==> config.mk <==
export PLATFORM = sky130hd
export DESIGN_NAME = fircv_tap_cell
export DESIGN_NICKNAME = d
export VERILOG_FILES = /design/src/hdl/fircv_pkg.sv /design/src/hdl/fircv_tap_cell.sv
export SDC_FILE = /design/constraint.sdc
export NUM_CORES = 1
export LEC_CHECK = 0
export BUFFER_PORTS_ARGS = -buffer_cell sky130_fd_sc_hd__buf_2
export CORE_MARGIN = 2
export CORE_UTILIZATION = 40
export CTS_CLUSTER_SIZE = 24
export DETAILED_ROUTE_END_ITERATION = 7
export MAX_ROUTING_LAYER = met4
export REMOVE_ABC_BUFFERS = 1
export SLEW_MARGIN = 40
export SYNTH_ARGS = -nofsm -noshare
export SYNTH_HDL_FRONTEND = slang
export SYNTH_SLANG_ARGS = --single-unit
==> constraint.sdc <==
create_clock -name clk -period 5.34 [get_ports clk]
set_clock_uncertainty 0.1 [all_clocks]
set_input_delay 0 -clock clk [delete_from_list [all_inputs] [get_ports clk]]
set_output_delay 0 -clock clk [all_outputs]
set_load 0.02 [all_outputs]
==> src/hdl/fircv_pkg.sv <==
// fircv_pkg: widths, types and sizes shared by the fir convolution unit
// no dependencies; compiled first

package fircv_pkg;

    localparam int SAMPLE_W = 16;
    localparam int COEF_W   = 16;
    localparam int PROD_W   = SAMPLE_W + COEF_W;
    localparam int OUT_W    = 35;
    localparam int NCOEF    = 8;
    localparam int TAPS_DEF = 8;
    localparam int FILL_W   = 3;
    localparam int IDX_W    = 3;

    typedef logic signed [SAMPLE_W-1:0] sample_t;
    typedef logic signed [COEF_W-1:0]   coef_t;
    typedef logic signed [PROD_W-1:0]   prod_t;
    typedef logic signed [OUT_W-1:0]    out_t;
    typedef logic [FILL_W-1:0]          fill_t;
    typedef logic [IDX_W-1:0]           cfg_idx_t;
    typedef prod_t                      prod_arr_t [NCOEF];

endpackage

==> src/hdl/fircv_tap_cell.sv <==
// fircv_tap_cell: one tap of the delay row, holds one past sample when KEEP is set
// and registers coefficient times the sample at its lag; depends on fircv_pkg

module fircv_tap_cell #(
    parameter bit KEEP = 1'b1
) (
    input  logic              clk,
    input  logic              en,
    input  fircv_pkg::coef_t   coef,
    input  fircv_pkg::sample_t tap_in,
    output fircv_pkg::sample_t hold_out,
    output fircv_pkg::prod_t   product
);
    import fircv_pkg::*;

    prod_t product_reg;

    always_ff @(posedge clk)
    begin
        if (en)
        begin
            product_reg <= coef * tap_in;
        end
    end

    assign product = product_reg;

    generate
        if (KEEP)
        begin : g_hold
            sample_t hold_reg;

            // sample moves one place down the row on every accepted request
            always_ff @(posedge clk)
            begin
                if (en)
                begin
                    hold_reg <= tap_in;
                end
            end

            assign hold_out = hold_reg;
        end
        else
        begin : g_last
            assign hold_out = tap_in;
        end
    endgenerate

endmodule

**After elaboration in Yosys (flattened, before gate mapping)**

Cells that the tools add are included.

- Register bits after elaboration: 48
- Output and inout bits: 48
- Word-level logic and storage cells: 3

- $mul: 1

Operator list:

| operator | number |
|---|---|
| 16-bit by 16-bit multiplier with 32-bit output | 1 |

**Depth between registers and ports, before layout**

Gate-level depths: netlist (run 1).

- Word-level depth: 1
- Gate-level depth with buffers: 22
- Gate-level depth less buffers: 21

**Least setup slack after synthesis (run 1)**

No wires, ideal clock.

- Path kind: in2reg
- Start: in tap_in[1]
- End: reg product_reg[31], in the netlist product[31], data pin
- Cell stages on the path: 20
- Setup slack: -0.470 ns
- Required time: 4.974 ns
- Data arrival time: 5.444 ns
- Path through: clkbuf_1 nand2_1 inv_1 fa_1 fa_1 fa_1 fa_1 fa_1 inv_1 fa_1 inv_1 ha_1 nand3_1 a211oi_1 a22o_1 a211o_1 and3_4 a221o_1 nor4_1 nor3_1

- Cells in the longest elaborated chain, start to end: 1

Ends and longest elaborated chain:

| element | line | text |
|---|---|---|
| start, declared | fircv_tap_cell.sv:10 | `input fircv_pkg::sample_t tap_in,` |
| 16-bit by 16-bit multiplier with 32-bit output | fircv_tap_cell.sv:22 | `product_reg <= coef * tap_in;` |
| end signal, assigned | fircv_tap_cell.sv:22 |  |
| end, declared | fircv_tap_cell.sv:16 | `prod_t product_reg;` |

Every way passes these cells.
A chain may end at the register's enable or synchronous reset.

**Worst setup path in the final report (run 1)**

- Start: in coef[5]
- End: reg product_reg[27], in the netlist product[27], data pin

- Cells in the longest elaborated chain, start to end: 1

Ends and longest elaborated chain:

| element | line | text |
|---|---|---|
| start, declared | fircv_tap_cell.sv:9 | `input fircv_pkg::coef_t coef,` |
| 16-bit by 16-bit multiplier with 32-bit output | fircv_tap_cell.sv:22 |  |

Every way passes these cells.

==> results.json, run 1 <==
{
  "run_status": "finished with violations",
  "failed_checks": "setup timing",
  "cp.arrival_ns": 5.46,
  "grtUsageMet2": 0.359,
  "layout_common_cells": "282 x inv_1, 254 x fa_1, 158 x buf_4",
  "route.antenna.remaining_nets": 0,
  "grt_max_degree": 49,
  "largest_reg_flops": 32,
  "hold_path_class": "primary input to flop",
  "rsz0062_at_grt": "yes",
  "finalCritPeriodShare": 1.03,
  "synth-edff-count": 48,
  "cts_root_buf": "clkbuf_16",
  "ys_ff_latch": 48,
  "cts_tree": "done",
  "slew_headroom": 0.546,
  "tightest_slew_ns": 0.681,
  "yosysTopAreaCellShare": 0.466,
  "hpwl_mm": 22.4,
  "grt_pass1_vias": 8834,
  "fmax_ghz": 0.182,
  "synth_warnings": 0,
  "antenna_cells": 0,
  "synth.yosys.seq_area_share": 0.128,
  "cts_htree_levels": 2,
  "die_h_um": 172,
  "final_common_cell": "inv_1",
  "wl_per_cell_um": 15.0,
  "num_vias": 8151,
  "cp.required_ns": 5.30,
  "grtUsageMet1": 0.229,
  "nets": 1728,
  "wirelength_mm": 26.0,
  "grt_overflow_total": 0,
  "yosys_most_used_dff": "edfxtp_1",
  "finalHoldViolations": 0,
  "clock_sinks": 48,
  "syn_inst": 1125,
  "ios": 82,
  "met3_usage": 0.0202,
  "dieWidth_um": 172,
  "worstPathMaxFanout": 5,
  "syn_avg_cell_area_um2": 10.0,
  "final_area_um2": 14000,
  "syn_area_um2": 11300,
  "critPathKind": "primary input to flop",
  "top_usage_layer": "met2",
  "design.die.area_um2": 29500,
  "rows": 61,
  "core_region_area_um2": 27700,
  "drive_gt1_frac": 0.224,
  "area_growth_pct": 24.1,
  "async_flop_share": 0,
  "initial_utilization": 0.406,
  "cts_buffers": 5,
  "synth_cell_type_count": 47,
  "synth_area_leaders": "fa_1 47%, edfxtp_1 13%, inv_1 9.6%, ha_1 9.1%, and2_1 6.9%",
  "placed_area_um2": 13100,
  "io_buffers": 81,
  "endpoint": "product[27]$_DFFE_PP_",
  "drt-initial-drc-count": 272,
  "drc": 0,
  "dr.pass1.iters": 4,
  "endpoint_kind": "flop",
  "grtUsageTotal": 0.194,
  "via_per_inst": 4.71,
  "clkTransAtPathRegs_ns": 0.09,
  "antenna_found_initial": 0,
  "clock_path_buffers": 2,
  "slew_viol_final": 0,
  "setup_slack_ns": -0.161,
  "drv_cap": 0,
  "place_congestion": 0.873,
  "grt_pass1_wl_mm": 43.1,
  "synth_area_leader_cell": "fa_1",
  "startpoint": "coef[5]",
  "setup_violations": 5,
  "start_kind": "primary input",
  "finalCriticalPeriod_ns": 5.50
}
==> cells in the mapped netlist (2+ instances only) <==
cell / instances
ha_1: 82
o41ai_1: 2
and2_1: 124
inv_1: 288
a21o_1: 11
nand4_1: 2
o21a_1: 3
a211oi_1: 2
o211ai_1: 2
clkbuf_1: 29
nor2b_1: 2
nor2_1: 25
buf_1: 3
a221o_1: 2
nand2_1: 127
xor2_1: 6
fa_1: 262
o21ai_0: 10
xnor2_1: 28
a21oi_1: 23
nor3_1: 3
o21bai_1: 2
and3_1: 5
o31ai_1: 2
nand2b_1: 8
a31oi_1: 4
edfxtp_1: 48
==> metal layers <==
metal	part of all wire	up-vias	routed length, µm
met5	0	-	0
met3	0.030	25	790
li1	-	3782	-
met2	0.56	134	14500
met1	0.40	4210	10300
met4	0.017	0	444
==> timing repair <==
item	4_1_cts	5_1_grt
cloned	0	1
hold endpoints to repair	10	0
buffers inserted	6	4
gates resized for setup	96	10
pin swaps	41	9
setup endpoints to repair	8	7
hold buffers	10	0
==> through the flow <==
step | setup TNS [ns] | hold slack (ns) | util | std cells | worst slack [ns]
CTS | -0.308 | 0.000153 | 0.500 | 1724 | -0.0967
floorplan | -0.670 | -0.00113 | - | 1093 | -0.262
global route | -1.38 | 0.0122 | 0.504 | 1729 | -0.297
finish | -0.497 | 0.00406 | 0.504 | 1729 | -0.161
detailed placement | -5.33 | 0.333 | 0.474 | 1700 | -0.743
global placement | -4.77 | 0.335 | 0.474 | 1700 | -0.647
==> cell type report <==
| class | count | area, µm² |
|---|---|---|
| clock buffer | 5 | 125 |
| timing repair buffer | 250 | 1920 |
| inverter | 288 | 1080 |
| tap | 378 | 473 |
| clock inverter | 3 | 68.8 |
| multi-input combinational | 757 | 8860 |
| sequential | 48 | 1440 |
| fill | 2627 | 13700 |
==> kinds of logic (layout without fill, tap and decap cells) <==
kind of cell               Yosys count  after routing  share of synthesized area
xor gates and xnor gates            34             34                     0.0265
and+or+nand+nor                    306            306                      0.138
DFF                                 48             48                      0.128
adders and majority gates          344            344                      0.557
AOI/OAI and AO/OA                   73             73                     0.0438
buffers and inverters              320            546                      0.107
==> worst max-delay path, cell delays in order <==
cell and delay [ns]:
buf_12 0.12, buf_6 0.12, and2_4 0.15, fa_1 0.53, fa_1 0.53, fa_1 0.51, fa_1 0.54, fa_1 0.50
inv_1 0.04, fa_1 0.49, inv_2 0.05, ha_4 0.22, a21o_1 0.18, a21oi_2 0.15, nand3b_1 0.11, a211o_1 0.31
and3_4 0.19, a221o_1 0.43, buf_4 0.17, xor2_1 0.13
==> worst min-delay path by stage <==
stage / from / endpoint / slack (ns) / depth (start not counted)
detailed placement: tap_in[0] / hold_out[0]$_DFFE_PP_ / 0.33 / 1
CTS: tap_in[2] / hold_out[2]$_DFFE_PP_ / 0.0002 / 2
finish: tap_in[9] / hold_out[9]$_DFFE_PP_ / 0.004 / 2
global route: tap_in[9] / hold_out[9]$_DFFE_PP_ / 0.01 / 2
floorplan: tap_in[0] / hold_out[0]$_DFFE_PP_ / -0.001 / 0
global placement: tap_in[0] / hold_out[0]$_DFFE_PP_ / 0.33 / 1
Power of run 1 is not shown: default switching activity piles up to over one toggle a cycle in this logic, so the estimate is an artifact.
==> run 2: changes to the inputs <==
--- a/config.mk
+++ b/config.mk
@@ -6,11 +6,14 @@
 export NUM_CORES = 1
 export LEC_CHECK = 0
 export BUFFER_PORTS_ARGS = -buffer_cell sky130_fd_sc_hd__buf_2
+export CELL_PAD_IN_SITES_DETAIL_PLACEMENT = 1
+export CELL_PAD_IN_SITES_GLOBAL_PLACEMENT = 1
 export CORE_MARGIN = 2
 export CORE_UTILIZATION = 40
-export CTS_CLUSTER_SIZE = 24
+export CTS_CLUSTER_SIZE = 40
 export DETAILED_ROUTE_END_ITERATION = 7
 export MAX_ROUTING_LAYER = met4
+export PLACE_DENSITY_LB_ADDON = 0.1
 export REMOVE_ABC_BUFFERS = 1
 export SLEW_MARGIN = 40
 export SYNTH_ARGS = -nofsm -noshare
==> run 2 against run 1 <==
The run still ends with setup timing left. Die area did not move. Critical path depth unchanged. Highest routed layer unchanged. Hold slack improved by 0.013 ns. Final cell count increased by 1.1%. Utilization increased by 1.6 points. Worst setup slack improved by 0.019 ns. Flip-flop and latch count did not move. First-iteration DRC count rose by 30%. Sequential share of layout area fell by 0.32 points. Non-clock buffer count grew 19. Clock-buffer cell count unchanged.
==> results.json, run 2 (synthesized netlist as in run 1, its figures left out) <==
{
  "place_congestion": 0.808,
  "grtUsageMet1": 0.301,
  "initial_utilization": 0.406,
  "core_region_area_um2": 27700,
  "setup_violations": 5,
  "drt-initial-drc-count": 354,
  "antenna_found_initial": 0,
  "io_buffers": 81,
  "path_cells": "buf_12 > and2_4 > fa_1 > inv_2 > fa_2 > fa_2 > fa_1 > inv_1 > fa_1 > fa_2 > ha_4 > o211ai_1 > a211oi_2 > buf_4 > buf_4 > a211o_1 > and3_4 > a221o_1 > buf_4 > xor2_1",
  "slew_headroom": 0.487,
  "cp_slowest_cell": "fa_2",
  "seq_area_um2": 1440,
  "num_vias": 8377,
  "rows": 61,
  "clock_sinks": 48,
  "path_buf_inv": 6,
  "multi_input_area_um2": 9060,
  "design.die.area_um2": 29500,
  "clock_path_buffers": 2,
  "wl_per_cell_um": 18.8,
  "grt_pass1_vias": 9409,
  "placed_area_um2": 13200,
  "cts_htree_levels": 2,
  "tightest_slew_ns": 0.770,
  "run_status": "finished with violations",
  "grt_overflow_total": 0,
  "top_usage_layer": "met2",
  "nets": 1747,
  "layout_common_cells": "276 x inv_1, 249 x fa_1, 158 x buf_4",
  "grt_pass1_wl_mm": 51.4,
  "drc": 0,
  "final_common_cell": "inv_1",
  "grtUsageTotal": 0.241,
  "clkTransAtPathRegs_ns": 0.09,
  "finalCriticalPeriod_ns": 5.48,
  "fmax_ghz": 0.182,
  "path_delay_family": "adder cells",
  "cts_root_buf": "clkbuf_16",
  "area_growth_pct": 28.1,
  "slew_viol_final": 0,
  "failed_checks": "setup timing",
  "cp.arrival_ns": 5.46,
  "met3_usage": 0.0184,
  "cts_buffers": 5,
  "drv_cap": 0,
  "ios": 82,
  "antenna_cells": 0,
  "start_kind": "primary input",
  "drive_gt1_frac": 0.256,
  "wirelength_mm": 32.9,
  "finalHoldViolations": 0,
  "finalCritPeriodShare": 1.03,
  "endpoint_kind": "flop",
  "final_area_um2": 14400,
  "worstPathMaxFanout": 6,
  "setup_slack_ns": -0.142,
  "cts_tree": "done",
  "dieWidth_um": 172,
  "fillers": 3098,
  "dr.pass1.iters": 5,
  "critPathKind": "primary input to flop",
  "crit_path_max_incr_delay_ns": 0.59,
  "hpwl_mm": 27.2,
  "largest_reg_flops": 32,
  "route.antenna.remaining_nets": 0,
  "die_h_um": 172,
  "grt_max_degree": 49,
  "grtUsageMet2": 0.430,
  "cp.required_ns": 5.32,
  "hold_path_class": "primary input to flop",
  "rsz0062_at_grt": "yes",
  "via_per_inst": 4.79
}
run 2: area by class of cell:
cell class	count	share of cell area
multi-input cells	757	0.628
repair buffers	269	0.152
flip-flops and latches	48	0.100
inverters	288	0.0750
well taps	378	0.0328
clock buffers	5	0.00868
clock inverters	3	0.00321
run 2: path summary, 6_finish.rpt:
check,from,to,slack [ns],depth (start not counted)
worst min-delay path,tap_in[0],hold_out[0]$_DFFE_PP_,0.02,1
worst max-delay path,coef[6],product[27]$_DFFE_PP_,-0.14,20
run 2: what timing repair did:
item | 4_1_cts | 5_1_grt
cloned | 0 | 0
setup buffers | 7 | 14
hold buffers | 7 | 3
endpoints found under the setup margin | 10 | 14
gates resized for setup | 71 | 111
pin swaps | 36 | 50
hold endpoints to repair | 7 | 3
run 2: routing by layer:
layer	wire length, µm	vias up
li1	-	3825
met1	13600	4410
met2	17800	108
met3	852	34
met4	586	0
met5	0	-
run 2: stage by stage:
stage          setup slack, ns  hold WS [ns]   util  cells  setup TNS (ns)
2_1_floorplan           -0.262      -0.00113      -   1093          -0.670
3_3_place_gp            -0.745         0.273  0.478   1710           -6.62
3_5_place_dp            -0.804         0.274  0.478   1710           -7.67
4_1_cts                 -0.285       0.00921  0.502   1732          -0.974
5_1_grt                 -0.343        0.0215  0.520   1748           -1.94
6_report                -0.142        0.0170  0.520   1748          -0.483
Power of run 2 is left out for the same reason.
