[src/hdl/fircv_pkg.sv]
// fircv_pkg: widths, types and sizes shared by the fir convolution unit
// no dependencies; compiled first

package fircv_pkg;

    localparam int SAMPLE_W = 16;
    localparam int COEF_W   = 16;
    localparam int PROD_W   = SAMPLE_W + COEF_W;
    localparam int OUT_W    = 35;
    localparam int NCOEF    = 8;
    localparam int TAPS_DEF = 8;
    localparam int FILL_W   = 3;
    localparam int IDX_W    = 3;

    typedef logic signed [SAMPLE_W-1:0] sample_t;
    typedef logic signed [COEF_W-1:0]   coef_t;
    typedef logic signed [PROD_W-1:0]   prod_t;
    typedef logic signed [OUT_W-1:0]    out_t;
    typedef logic [FILL_W-1:0]          fill_t;
    typedef logic [IDX_W-1:0]           cfg_idx_t;
    typedef prod_t                      prod_arr_t [NCOEF];

endpackage

[src/hdl/fircv_add_tree.sv]
// fircv_add_tree: registered three-level adder tree over the tap products,
// with a valid/ready handshake per level; depends on fircv_pkg

module fircv_add_tree (
    input  logic                 clk,
    input  logic                 rst_n,
    input  logic                 in_valid,
    output logic                 in_ready,
    input  fircv_pkg::prod_arr_t products,
    output logic                 out_valid,
    input  logic                 out_ready,
    output fircv_pkg::out_t      sum
);
    import fircv_pkg::*;

    localparam int N1 = NCOEF / 2;
    localparam int N2 = NCOEF / 4;

    logic signed [PROD_W:0]   lvl1_reg [N1];
    logic signed [PROD_W+1:0] lvl2_reg [N2];
    out_t                     sum_reg;
    logic                     v1_reg;
    logic                     v2_reg;
    logic                     v3_reg;
    logic                     rdy1;
    logic                     rdy2;
    logic                     rdy3;

    // a level takes new data when empty or when the level after it moves
    assign rdy3     = !v3_reg || out_ready;
    assign rdy2     = !v2_reg || rdy3;
    assign rdy1     = !v1_reg || rdy2;
    assign in_ready = rdy1;

    always_ff @(posedge clk or negedge rst_n)
    begin
        if (!rst_n)
        begin
            v1_reg <= 1'b0;
            v2_reg <= 1'b0;
            v3_reg <= 1'b0;
        end
        else
        begin
            if (rdy1)
            begin
                v1_reg <= in_valid;
            end
            if (rdy2)
            begin
                v2_reg <= v1_reg;
            end
            if (rdy3)
            begin
                v3_reg <= v2_reg;
            end
        end
    end

    always_ff @(posedge clk)
    begin
        if (rdy1)
        begin
            for (int k = 0; k < N1; k++)
            begin
                lvl1_reg[k] <= (PROD_W+1)'(products[2*k]) + (PROD_W+1)'(products[2*k+1]);
            end
        end
        if (rdy2)
        begin
            for (int k = 0; k < N2; k++)
            begin
                lvl2_reg[k] <= (PROD_W+2)'(lvl1_reg[2*k]) + (PROD_W+2)'(lvl1_reg[2*k+1]);
            end
        end
        if (rdy3)
        begin
            sum_reg <= OUT_W'(lvl2_reg[0]) + OUT_W'(lvl2_reg[1]);
        end
    end

    assign out_valid = v3_reg;
    assign sum       = sum_reg;

endmodule

[config.mk]
export PLATFORM = sky130hd
export DESIGN_NAME = fircv_add_tree
export DESIGN_NICKNAME = d
export VERILOG_FILES = /design/src/hdl/fircv_pkg.sv /design/src/hdl/fircv_add_tree.sv
export SDC_FILE = /design/constraint.sdc
export NUM_CORES = 1
export LEC_CHECK = 0
export ABC_AREA = 1
export BUFFER_PORTS_ARGS = -buffer_cell sky130_fd_sc_hd__buf_4
export CORE_MARGIN = 1.5
export CORE_UTILIZATION = 35
export DETAILED_ROUTE_END_ITERATION = 6
export PLACE_DENSITY = 0.63
export RECOVER_POWER = 25
export SETUP_SLACK_MARGIN = 0.3
export SYNTH_ARGS = -nofsm -noshare
export SYNTH_HDL_FRONTEND = slang
export SYNTH_SLANG_ARGS = --single-unit
[constraint.sdc]
create_clock -name clk -period 5.51 [get_ports clk]
set_input_delay 0.551 -clock clk [delete_from_list [all_inputs] [get_ports clk]]
set_output_delay 0.551 -clock clk [all_outputs]
set_load 0.01 [all_outputs]
# ---- Word level (Yosys, flattened, before mapping)
# Memory sizes are Yosys's and may differ from the RTL's.
# Index checks and enable logic that the tools add are counted.
dict set report word_totals {
  ff_bits 38
  mem_bits_rw 200
  out_inout_bits 37
  wordCells 23
  mem_count 2
}
# name words width read_ports rd_clocked_by_memory_dff wr line
set mem_list {}
lappend mem_list {lvl1_reg 4 33 4 0 4 fircv_add_tree.sv:19} ;# logic signed [PROD_W:0] lvl1_reg [N1];
lappend mem_list {lvl2_reg 2 34 2 0 2 fircv_add_tree.sv:20} ;# logic signed [PROD_W+1:0] lvl2_reg [N2];
dict set report classes {
  add_sub_neg 7
  muxes 4
  reduce_logical 6
}
# op n
set op_table {}
lappend op_table {{32-bit by 32-bit adder with 33-bit output} 4}
lappend op_table {{33-bit by 33-bit adder with 34-bit output} 2}
lappend op_table {{34-bit by 34-bit adder with 35-bit output} 1}
lappend op_table {{1-bit two-way mux} 4}
lappend op_table {{1-bit logical NOT} 3}
lappend op_table {{1-bit logical OR} 3}

# ---- Depth between registers and ports, before layout
# Gate-level depths: netlist of the first run.
dict set report logic_depth {
  word_depth 6
  mapped_depth 14
  mapped_depth_nobuf 14
}

# ---- Least setup slack after synthesis of the first run
# Ideal clock, no wire load.
dict set report synth_timing {
  path_type {in2reg}
  startpoint {in out_ready}
  endpoint {mem lvl1_reg[0][0] (netlist name), enable pin}
  arrival_time_ps 3830
  t_required_ps 4349
  path_slack_ps 519
  stages 4
  path_buffers 0
  path_cell_list {inv_1 > nand2_1 > nor2_1 > nand2_1}
}
# item line
set synth_rtl {}
lappend synth_rtl {{start: declaration} fircv_add_tree.sv:11} ;# input logic out_ready,
lappend synth_rtl {{end: declaration} fircv_add_tree.sv:19}

# ---- Final worst setup path of the first run
dict set report layout_timing {
  startpoint {reg v3_reg, in the netlist out_valid}
  endpoint {out in_ready}
}
dict set report layout_between {
  elab_chain_len 4
}
# item line
set layout_lines {}
lappend layout_lines {{start: declaration} fircv_add_tree.sv:24} ;# logic v3_reg;
lappend layout_lines {{start signal: assignment} fircv_add_tree.sv:55} ;# v3_reg <= v2_reg;
lappend layout_lines {{1-bit logical NOT} fircv_add_tree.sv:30} ;# assign rdy3 = !v3_reg || out_ready;
lappend layout_lines {{1-bit logical OR} fircv_add_tree.sv:30}
lappend layout_lines {{via rdy3} fircv_add_tree.sv:27} ;# logic rdy3;
lappend layout_lines {{1-bit logical OR} fircv_add_tree.sv:31} ;# assign rdy2 = !v2_reg || rdy3;
lappend layout_lines {{1-bit logical OR} fircv_add_tree.sv:32} ;# assign rdy1 = !v1_reg || rdy2;
lappend layout_lines {{end: declaration} fircv_add_tree.sv:8} ;# output logic in_ready,
# The timed path passes the listed nets, and every way through them passes these cells.

==> results of run 1 <==
## power by group through the flow
| stage | Clock (mW) | Sequential, mW | Combinational [mW] |
|---|---|---|---|
| after detailed placement | 0 | 3.29 | 6.15 |
| final | 1.81 | 3.25 | 6.07 |
| after global routing | 1.93 | 3.30 | 6.92 |
| after floorplan | 0 | 3.20 | 4.21 |
| after CTS | 1.85 | 3.26 | 6.18 |
| after global placement | 0 | 3.29 | 6.13 |
## worst max-delay path by stage
| stage | startpoint | end | slack (ns) | depth (start not counted) |
|---|---|---|---|---|
| 6_report | out_valid | in_ready | 1.78 | 5 |
| 5_1_grt | out_valid | in_ready | 1.37 | 5 |
| 4_1_cts | out_valid | in_ready | 2.83 | 5 |
| 3_5_place_dp | out_ready | lvl2_reg[0][46] | 2.74 | 7 |
| 3_3_place_gp | out_ready | lvl2_reg[0][46] | 2.78 | 7 |
| 2_1_floorplan | out_ready | lvl1_reg[0][0] | 0.52 | 4 |
## final cells by class
class                           instances  area share [%]
Tap cell                              855            3.95
Inverter                              567            7.85
Clock buffer                           32            2.72
Sequential cell                       238            26.3
Timing Repair Buffer                  300            7.82
Clock inverter                         19           0.632
Multi-Input combinational cell       2630            50.7
## worst reg2reg max path, stage by stage, from the launching register on
cell and delay (ns):
dfrtp_1 0.37, nand2_1 0.07, clkbuf_1 1.29, nor2_1 0.32
inv_2 0.72, buf_4 0.46
## through the flow
| stage | util (%) | cells | cell area (um^2) | total power [mW] |
|---|---|---|---|---|
| after floorplan | - | 3435 | 23100 | 7.41 |
| after CTS | 42.1 | 4641 | 27300 | 11.3 |
| after global routing | 41.8 | 4641 | 27100 | 12.1 |
| after global placement | 40.7 | 4589 | 26400 | 9.42 |
| after detailed placement | 40.7 | 4589 | 26400 | 9.45 |
| final | 41.8 | 4641 | 27100 | 11.1 |
## timing repair
| action | 4_1_cts | 5_1_grt |
|---|---|---|
| endpoints found under the hold margin | 3 | 0 |
| setup buffers | 0 | 0 |
| resized for setup | 0 | 0 |
| hold buffers | 1 | 0 |
## metal layers
metal / track usage (%) / vias to the layer above / wire length, um
met4: 3.60 / 0 / 1140
met1: 29.4 / 10000 / 33700
met5: 0 / - / 0
met2: 32.9 / 559 / 30500
li1: - / 11700 / -
met3: 1.79 / 67 / 3700
## logic make-up (layout without fill, tap and decap cells)
logic type | after synthesis | after routing
buffers and inverters | 567 | 918
and+or+nand+nor | 1853 | 1853
DFF | 238 | 238
xor gates and xnor gates | 109 | 109
adders and majority gates | 235 | 235
AOI/OAI and AO/OA | 433 | 433
## cells in the final DEF, fill, tap and decap left out, types with 24 or more instances in the layout
master     netlist  final
buf_4            0    249
ha_1           228    228
xor2_1         105    105
clkbuf_16        0     29
o21ai_0        137    137
nand3_1        153    156
o21bai_1        24     24
a21oi_1        245    245
nand4_1         48     48
inv_1          567    566
clkbuf_1         0     42
nor3_1          57     57
edfxtp_1       235    235
nor2_1         359    359
nand2_2         51     36
nand2_1       1164   1178
==> out/results.ini, run 1 <==
[min_path]
holdPathEnd = v1_reg
hp-class = primary input to register
whs_path_depth = 3
hp-start = in_valid

[clock_network]
cts_tree = done
clock_latency_ns = 0.55
clkTransAtPathRegs_ns = 0.06
clock_path_buffers = 3
cts.sinks = 238
cts_made_buffers = 28
root_buffer = clkbuf_16
h-tree-depth = 1

[floorplanning]
dieArea_um2 = 67400
initial_core_util_pct = 35.6
placementRows = 93
die_w_um = 260
die_h_um = 260
design.core.area_um2 = 64800
ios = 297

[sta]
drv_slew = 38
finalClockSkew_ns = 0.0176
setup_viol = 0
fin_crit_ns = 3.73
holdWs_ns = 0.211
worst_slack_ns = 1.78
fmax_mhz = 268
tightest_slew_ns = 1.80
max-slew-margin-rel_pct = -20.1
final.setup.tns_ns = 0
period_share_pct = 67.7
hold_violations = 0
rsz0062_at_grt = no

[synth]
synth_seq_area_share_pct = 30.9
synth_xor_area_share_pct = 4.14
yosysMostFrequentCell = nand2_1
syn_area_um2 = 23100
synth-compound-area-share_pct = 9.98
synth_edf_count = 235
synth_fa_ha_area_share_pct = 13.0
synth_commonest_cells = 1164 x nand2_1, 567 x inv_1, 359 x nor2_1
yosys_warnings = 0
synth_top_area_share_pct = 30.6
netlist_instances = 3435
yosys.area.top_type = edfxtp_1
synth_top_family_by_area = simple AND/OR/NAND/NOR gates
synth_seq_cells = 238
synth_area_per_cell_um2 = 6.71
muxShareOfSynthArea_pct = 0
synth.area.top_cells = edfxtp_1 31%, nand2_1 19%, ha_1 12%, inv_1 9.2%, nor2_1 5.8%
synthesis.nets = 3930
ys.flop_type = edfxtp_1
async_reset_ff_share_pct = 1.26
yosysUniqueCellTypes = 27
synth-simple-area-share_pct = 32.8

[critical_path]
reg2reg_slack_ns = 1.93
arrival_ns = 3.18
crit_fanout = 37
slowest_delay_ns = 1.29
crit_required_ns = 4.96
critPathTopFamily = buffers and inverters
r2r_cells = 5
path_buf_inv = 2
criticalPathCategory = register to primary output
crit_chain = nand2_1 > clkbuf_1 > nor2_1 > nand2_4 > buf_4
r2r-end = lvl2_reg[0][46]
critPathSlowestCell = clkbuf_1
worstReg2RegStart = out_valid
worstSetupStartpointType = register
crit_path_end_kind = primary output

[cells_and_area]
regArea_um2 = 7130
largest_reg_flops = 132
drive_gt1_share_pct = 9.64
final.fill_count = 6987
area_growth_pct = 17.6
num_antenna_cells = 0
layout.nets = 4260
multi_input_area_um2 = 13800

[pwr]
p_comb_share_pct = 54.5
intPower_mw = 6.06
p_per_area_nw_per_um2 = 410
pwr-share-seq_pct = 29.2
max-vdd-ir-drop_v = 0.000285
p_sw_share_pct = 45.6
power_leakage_nw = 14.2
p_clk_share_pct = 16.3
power_switching_mw = 5.07

[status]
failed_checks = capacitance limit, slew limit
status = finished, violations left

[grt]
grt.total_usage_pct = 20.2
grt_pass1_wl_um = 109000
grt_pass1_vias = 21000
grt_overflow_total = 0
grt_max_degree = 117
antenna_found_initial = 2

[detailed_routing]
vias = 22400
first_pass_iters = 5
post_drt_via_cell_ratio = 4.83
finalWirelength_um = 69000
remaining_drc_errors = 0
drt_iter0_drc = 1514
wl_per_cell_um = 14.9
ant_nets = 0

[place]
post-place-ws_ns = 2.74
portBuffers = 296
place.gp.congestion = 0.926
hpwl_um = 60000

[flow_run]
maxCapViolCount = 1

Power figures use the tool's default switching activity.
==> run 2: changes to the inputs <==
--- a/config.mk
+++ b/config.mk
@@ -5,12 +5,12 @@
 export SDC_FILE = /design/constraint.sdc
 export NUM_CORES = 1
 export LEC_CHECK = 0
-export ABC_AREA = 1
+export ABC_AREA = 0
 export BUFFER_PORTS_ARGS = -buffer_cell sky130_fd_sc_hd__buf_4
 export CORE_MARGIN = 1.5
 export CORE_UTILIZATION = 35
 export DETAILED_ROUTE_END_ITERATION = 6
-export PLACE_DENSITY = 0.63
+export PLACE_DENSITY = 0.66
 export RECOVER_POWER = 25
 export SETUP_SLACK_MARGIN = 0.3
 export SYNTH_ARGS = -nofsm -noshare
==> constraint.sdc (replaced) <==
create_clock -name clk -period 3.4 [get_ports clk]
set_input_delay 0.34 -clock clk [delete_from_list [all_inputs] [get_ports clk]]
set_output_delay 0.34 -clock clk [all_outputs]
set_load 0.01 [all_outputs]
==> run 2 against run 1 <==
  * The run still ends with capacitance limit, slew limit left
  * Clock skew fell by 0.0016 ns
  * Design area fell by 15%
  * Die area fell by 16%
  * Clock power rose by 55%
  * Largest power group unchanged
==> out/results.ini, run 2 <==
[synth]
yosysUniqueCellTypes = 85  ; +210%
synth_seq_area_share_pct = 36.8  ; +5.9 points
yosys.area.top_type = edfxtp_1
async_reset_ff_share_pct = 1.26  ; unchanged
synth_commonest_cells = 235 x edfxtp_1, 228 x ha_1, 220 x a21oi_1
synth_fa_ha_area_share_pct = 15.4  ; +2.5 points
synth.area.top_cells = edfxtp_1 36%, ha_1 15%, xnor2_1 6.1%, a21oi_1 5.7%, a21o_1 3.9%
muxShareOfSynthArea_pct = 0.103  ; +0.10 points
netlist_instances = 1980  ; -42%
synth_seq_cells = 238  ; unchanged
ys.flop_type = edfxtp_1
synth_area_per_cell_um2 = 9.78  ; +46%
synth_edf_count = 235  ; unchanged
synth_xor_area_share_pct = 8.77  ; +4.6 points
yosys_warnings = 0  ; unchanged
yosysMostFrequentCell = edfxtp_1
syn_area_um2 = 19400  ; -16%
synth_top_area_share_pct = 36.4  ; +5.8 points
synth-compound-area-share_pct = 23.1  ; +13 points
synthesis.nets = 2475  ; -37%
synth-simple-area-share_pct = 13.2  ; -20 points
synth_top_family_by_area = compound AO/OA/AOI/OAI gates

[grt]
grt_max_degree = 134  ; +15%
antenna_found_initial = 0  ; -2
grt_pass1_vias = 16000  ; -24%
grt.total_usage_pct = 19.1  ; -1.2 points
grt_overflow_total = 0  ; unchanged
grt_pass1_wl_um = 86300  ; -21%

[sta]
hold_violations = 0  ; unchanged
setup_viol = 0  ; unchanged
tightest_slew_ns = 1.97  ; +0.169 ns
max-slew-margin-rel_pct = -31.3  ; -11 points
drv_slew = 241  ; +530%
fmax_mhz = 336
period_share_pct = 87.4
holdWs_ns = 0.131  ; -0.0797 ns
fin_crit_ns = 2.97
rsz0062_at_grt = yes
finalClockSkew_ns = 0.0160  ; -0.00159 ns

[detailed_routing]
post_drt_via_cell_ratio = 5.43  ; +13%
finalWirelength_um = 55500  ; -20%
ant_nets = 0  ; unchanged
remaining_drc_errors = 0  ; unchanged
vias = 16200  ; -28%
wl_per_cell_um = 18.6  ; +25%
first_pass_iters = 6  ; +1
drt_iter0_drc = 1104  ; -27%

[clock_network]
h-tree-depth = 1  ; unchanged
clkTransAtPathRegs_ns = 0.06  ; about the same
clock_path_buffers = 3  ; unchanged
root_buffer = clkbuf_16
clock_latency_ns = 0.55  ; about the same
cts.sinks = 238  ; unchanged
cts_tree = done
cts_made_buffers = 27  ; -3.6%

[floorplanning]
initial_core_util_pct = 35.3  ; -0.28 points
die_h_um = 238  ; -8.3%
ios = 297  ; unchanged
dieArea_um2 = 56800  ; -16%
placementRows = 86  ; -7.5%
die_w_um = 238  ; -8.3%
design.core.area_um2 = 54900  ; -15%

[status]
status = finished, violations left
failed_checks = capacitance limit, slew limit

[cells_and_area]
area_growth_pct = 19.3
regArea_um2 = 7130  ; unchanged
layout.nets = 2756  ; -35%
fin_cells = 2980  ; -36%
multi_input_area_um2 = 11800  ; -14%
final_cell_mix = 257 x buf_4, 235 x edfxtp_1, 228 x ha_1
largest_reg_flops = 132  ; unchanged
fin_util_pct = 42.1  ; +0.29 points
final.fill_count = 5329  ; -24%
num_antenna_cells = 0  ; unchanged
layout.cells.most_common = buf_4
drive_gt1_share_pct = 15.5  ; +5.9 points

[place]
hpwl_um = 45700  ; -24%
portBuffers = 296  ; unchanged
dp_cells = 2930  ; -36%
place.gp.congestion = 0.922  ; -0.39%

[critical_path]
r2r-end = sum[32]
crit_fanout = 4  ; -89%
crit_required_ns = 3.69  ; -1.27 ns
worstReg2RegStart = lvl2_reg[0][34]
r2r_cells = 11  ; +6
worstSetupStartpointType = register
reg2reg_slack_ns = 0.43  ; -1.50 ns
arrival_ns = 3.26  ; +0.08 ns
criticalPathCategory = register to register
crit_path_end_kind = register

[pwr]
total_power_mw = 17.5  ; +57%
max-vdd-ir-drop_v = 0.000481  ; +69%
power_leakage_nw = 9.62  ; -32%
p_per_area_nw_per_um2 = 757  ; +84%

[flow_run]
maxCapViolCount = 3  ; +2

[min_path]
hp-class = primary input to asynchronous set/reset pin

run 2: cell types whose count changed after synthesis, moves of 30 or more:
cell and change:
nand2_2 -50, clkbuf_1 +53, o21ai_0 -68, inv_1 -500
o21a_1 +32, xor2_1 -45, nor2_1 -239, nand3_1 -102
nand2b_1 +31, nand2_1 -1036, a21o_1 +85, xnor2_1 +130
o21ai_1 +30
run 2: cell families after synthesis:
group,after synthesis
AOI/OAI and AO/OA,672
and+or+nand+nor,512
DFF,238
adders and majority gates,235
xor gates and xnor gates,194
buffers and inverters,127
muxes,2
run 2: layer usage:
metal  track usage (%)  up-vias  routed length [um]  part of all wire (%)
li1                  -     8056                   -                     -
met1              25.4     7678               25200                    45
met2              32.9      378               26500                    48
met3              2.59       77                2600                   4.7
met4              4.09        0                1230                   2.2
met5                 0        -                   0                     0
run 2: what timing repair did:
item,4_1_cts,5_1_grt
buffers inserted,0,4
hold endpoints to repair,4,0
gates resized for setup,2,14
cloned,0,0
hold buffers,2,0
endpoints found under the setup margin,2,13
pin swaps,0,6
run 2: through the flow:
step                      setup TNS, ns  setup slack (ns)  instance area (um^2)
after floorplan                 -337.23             -2.53                 19400
after global placement                0             0.280                 22300
after detailed placement              0             0.182                 22300
after CTS                             0             0.314                 23200
after global routing                  0             0.217                 23100
final                                 0             0.428                 23100
run 2: power breakdown:
part           internal, mW  leakage, nW  switching (mW)  total, mW
Sequential             4.90         2.43           0.498       5.40
Clock                  1.66        0.404            1.14       2.80
Combinational          3.86         6.78            5.43       9.29
Total                  10.4         9.62            7.07       17.5
run 2: worst max-delay path by stage:
stage | start | slack, ns | end | depth (start not counted)
after floorplan | out_valid | -2.53 | lvl1_reg[0][0] | 1
after global placement | products[64] | 0.28 | lvl1_reg[2][18] | 12
after detailed placement | products[0] | 0.18 | lvl1_reg[3][30] | 11
after CTS | lvl1_reg[3][0] | 0.31 | lvl2_reg[0][66] | 11
after global routing | lvl1_reg[2][0] | 0.22 | lvl2_reg[0][66] | 11
final | lvl2_reg[0][34] | 0.43 | sum[32] | 11
run 2: layout make-up:
class,count,share of cell area [%]
clock buffer,37,3.21
clock inverter,7,0.390
inverter,67,1.09
multi-input combinational,1615,51.2
sequential,238,30.8
tap,704,3.81
timing repair buffer,312,9.43
run 2: worst max-delay path, cell delays in order, from the launching register on:
cell and delay [ns]:
edfxtp_1 0.35, ha_1 0.19, inv_1 0.06, fa_1 0.41, nor2b_2 0.15, o31a_1 0.18, o41a_1 0.28, a211oi_4 0.11
or3_4 0.43, a41oi_4 0.17, nor4_1 0.07, a311o_1 0.33
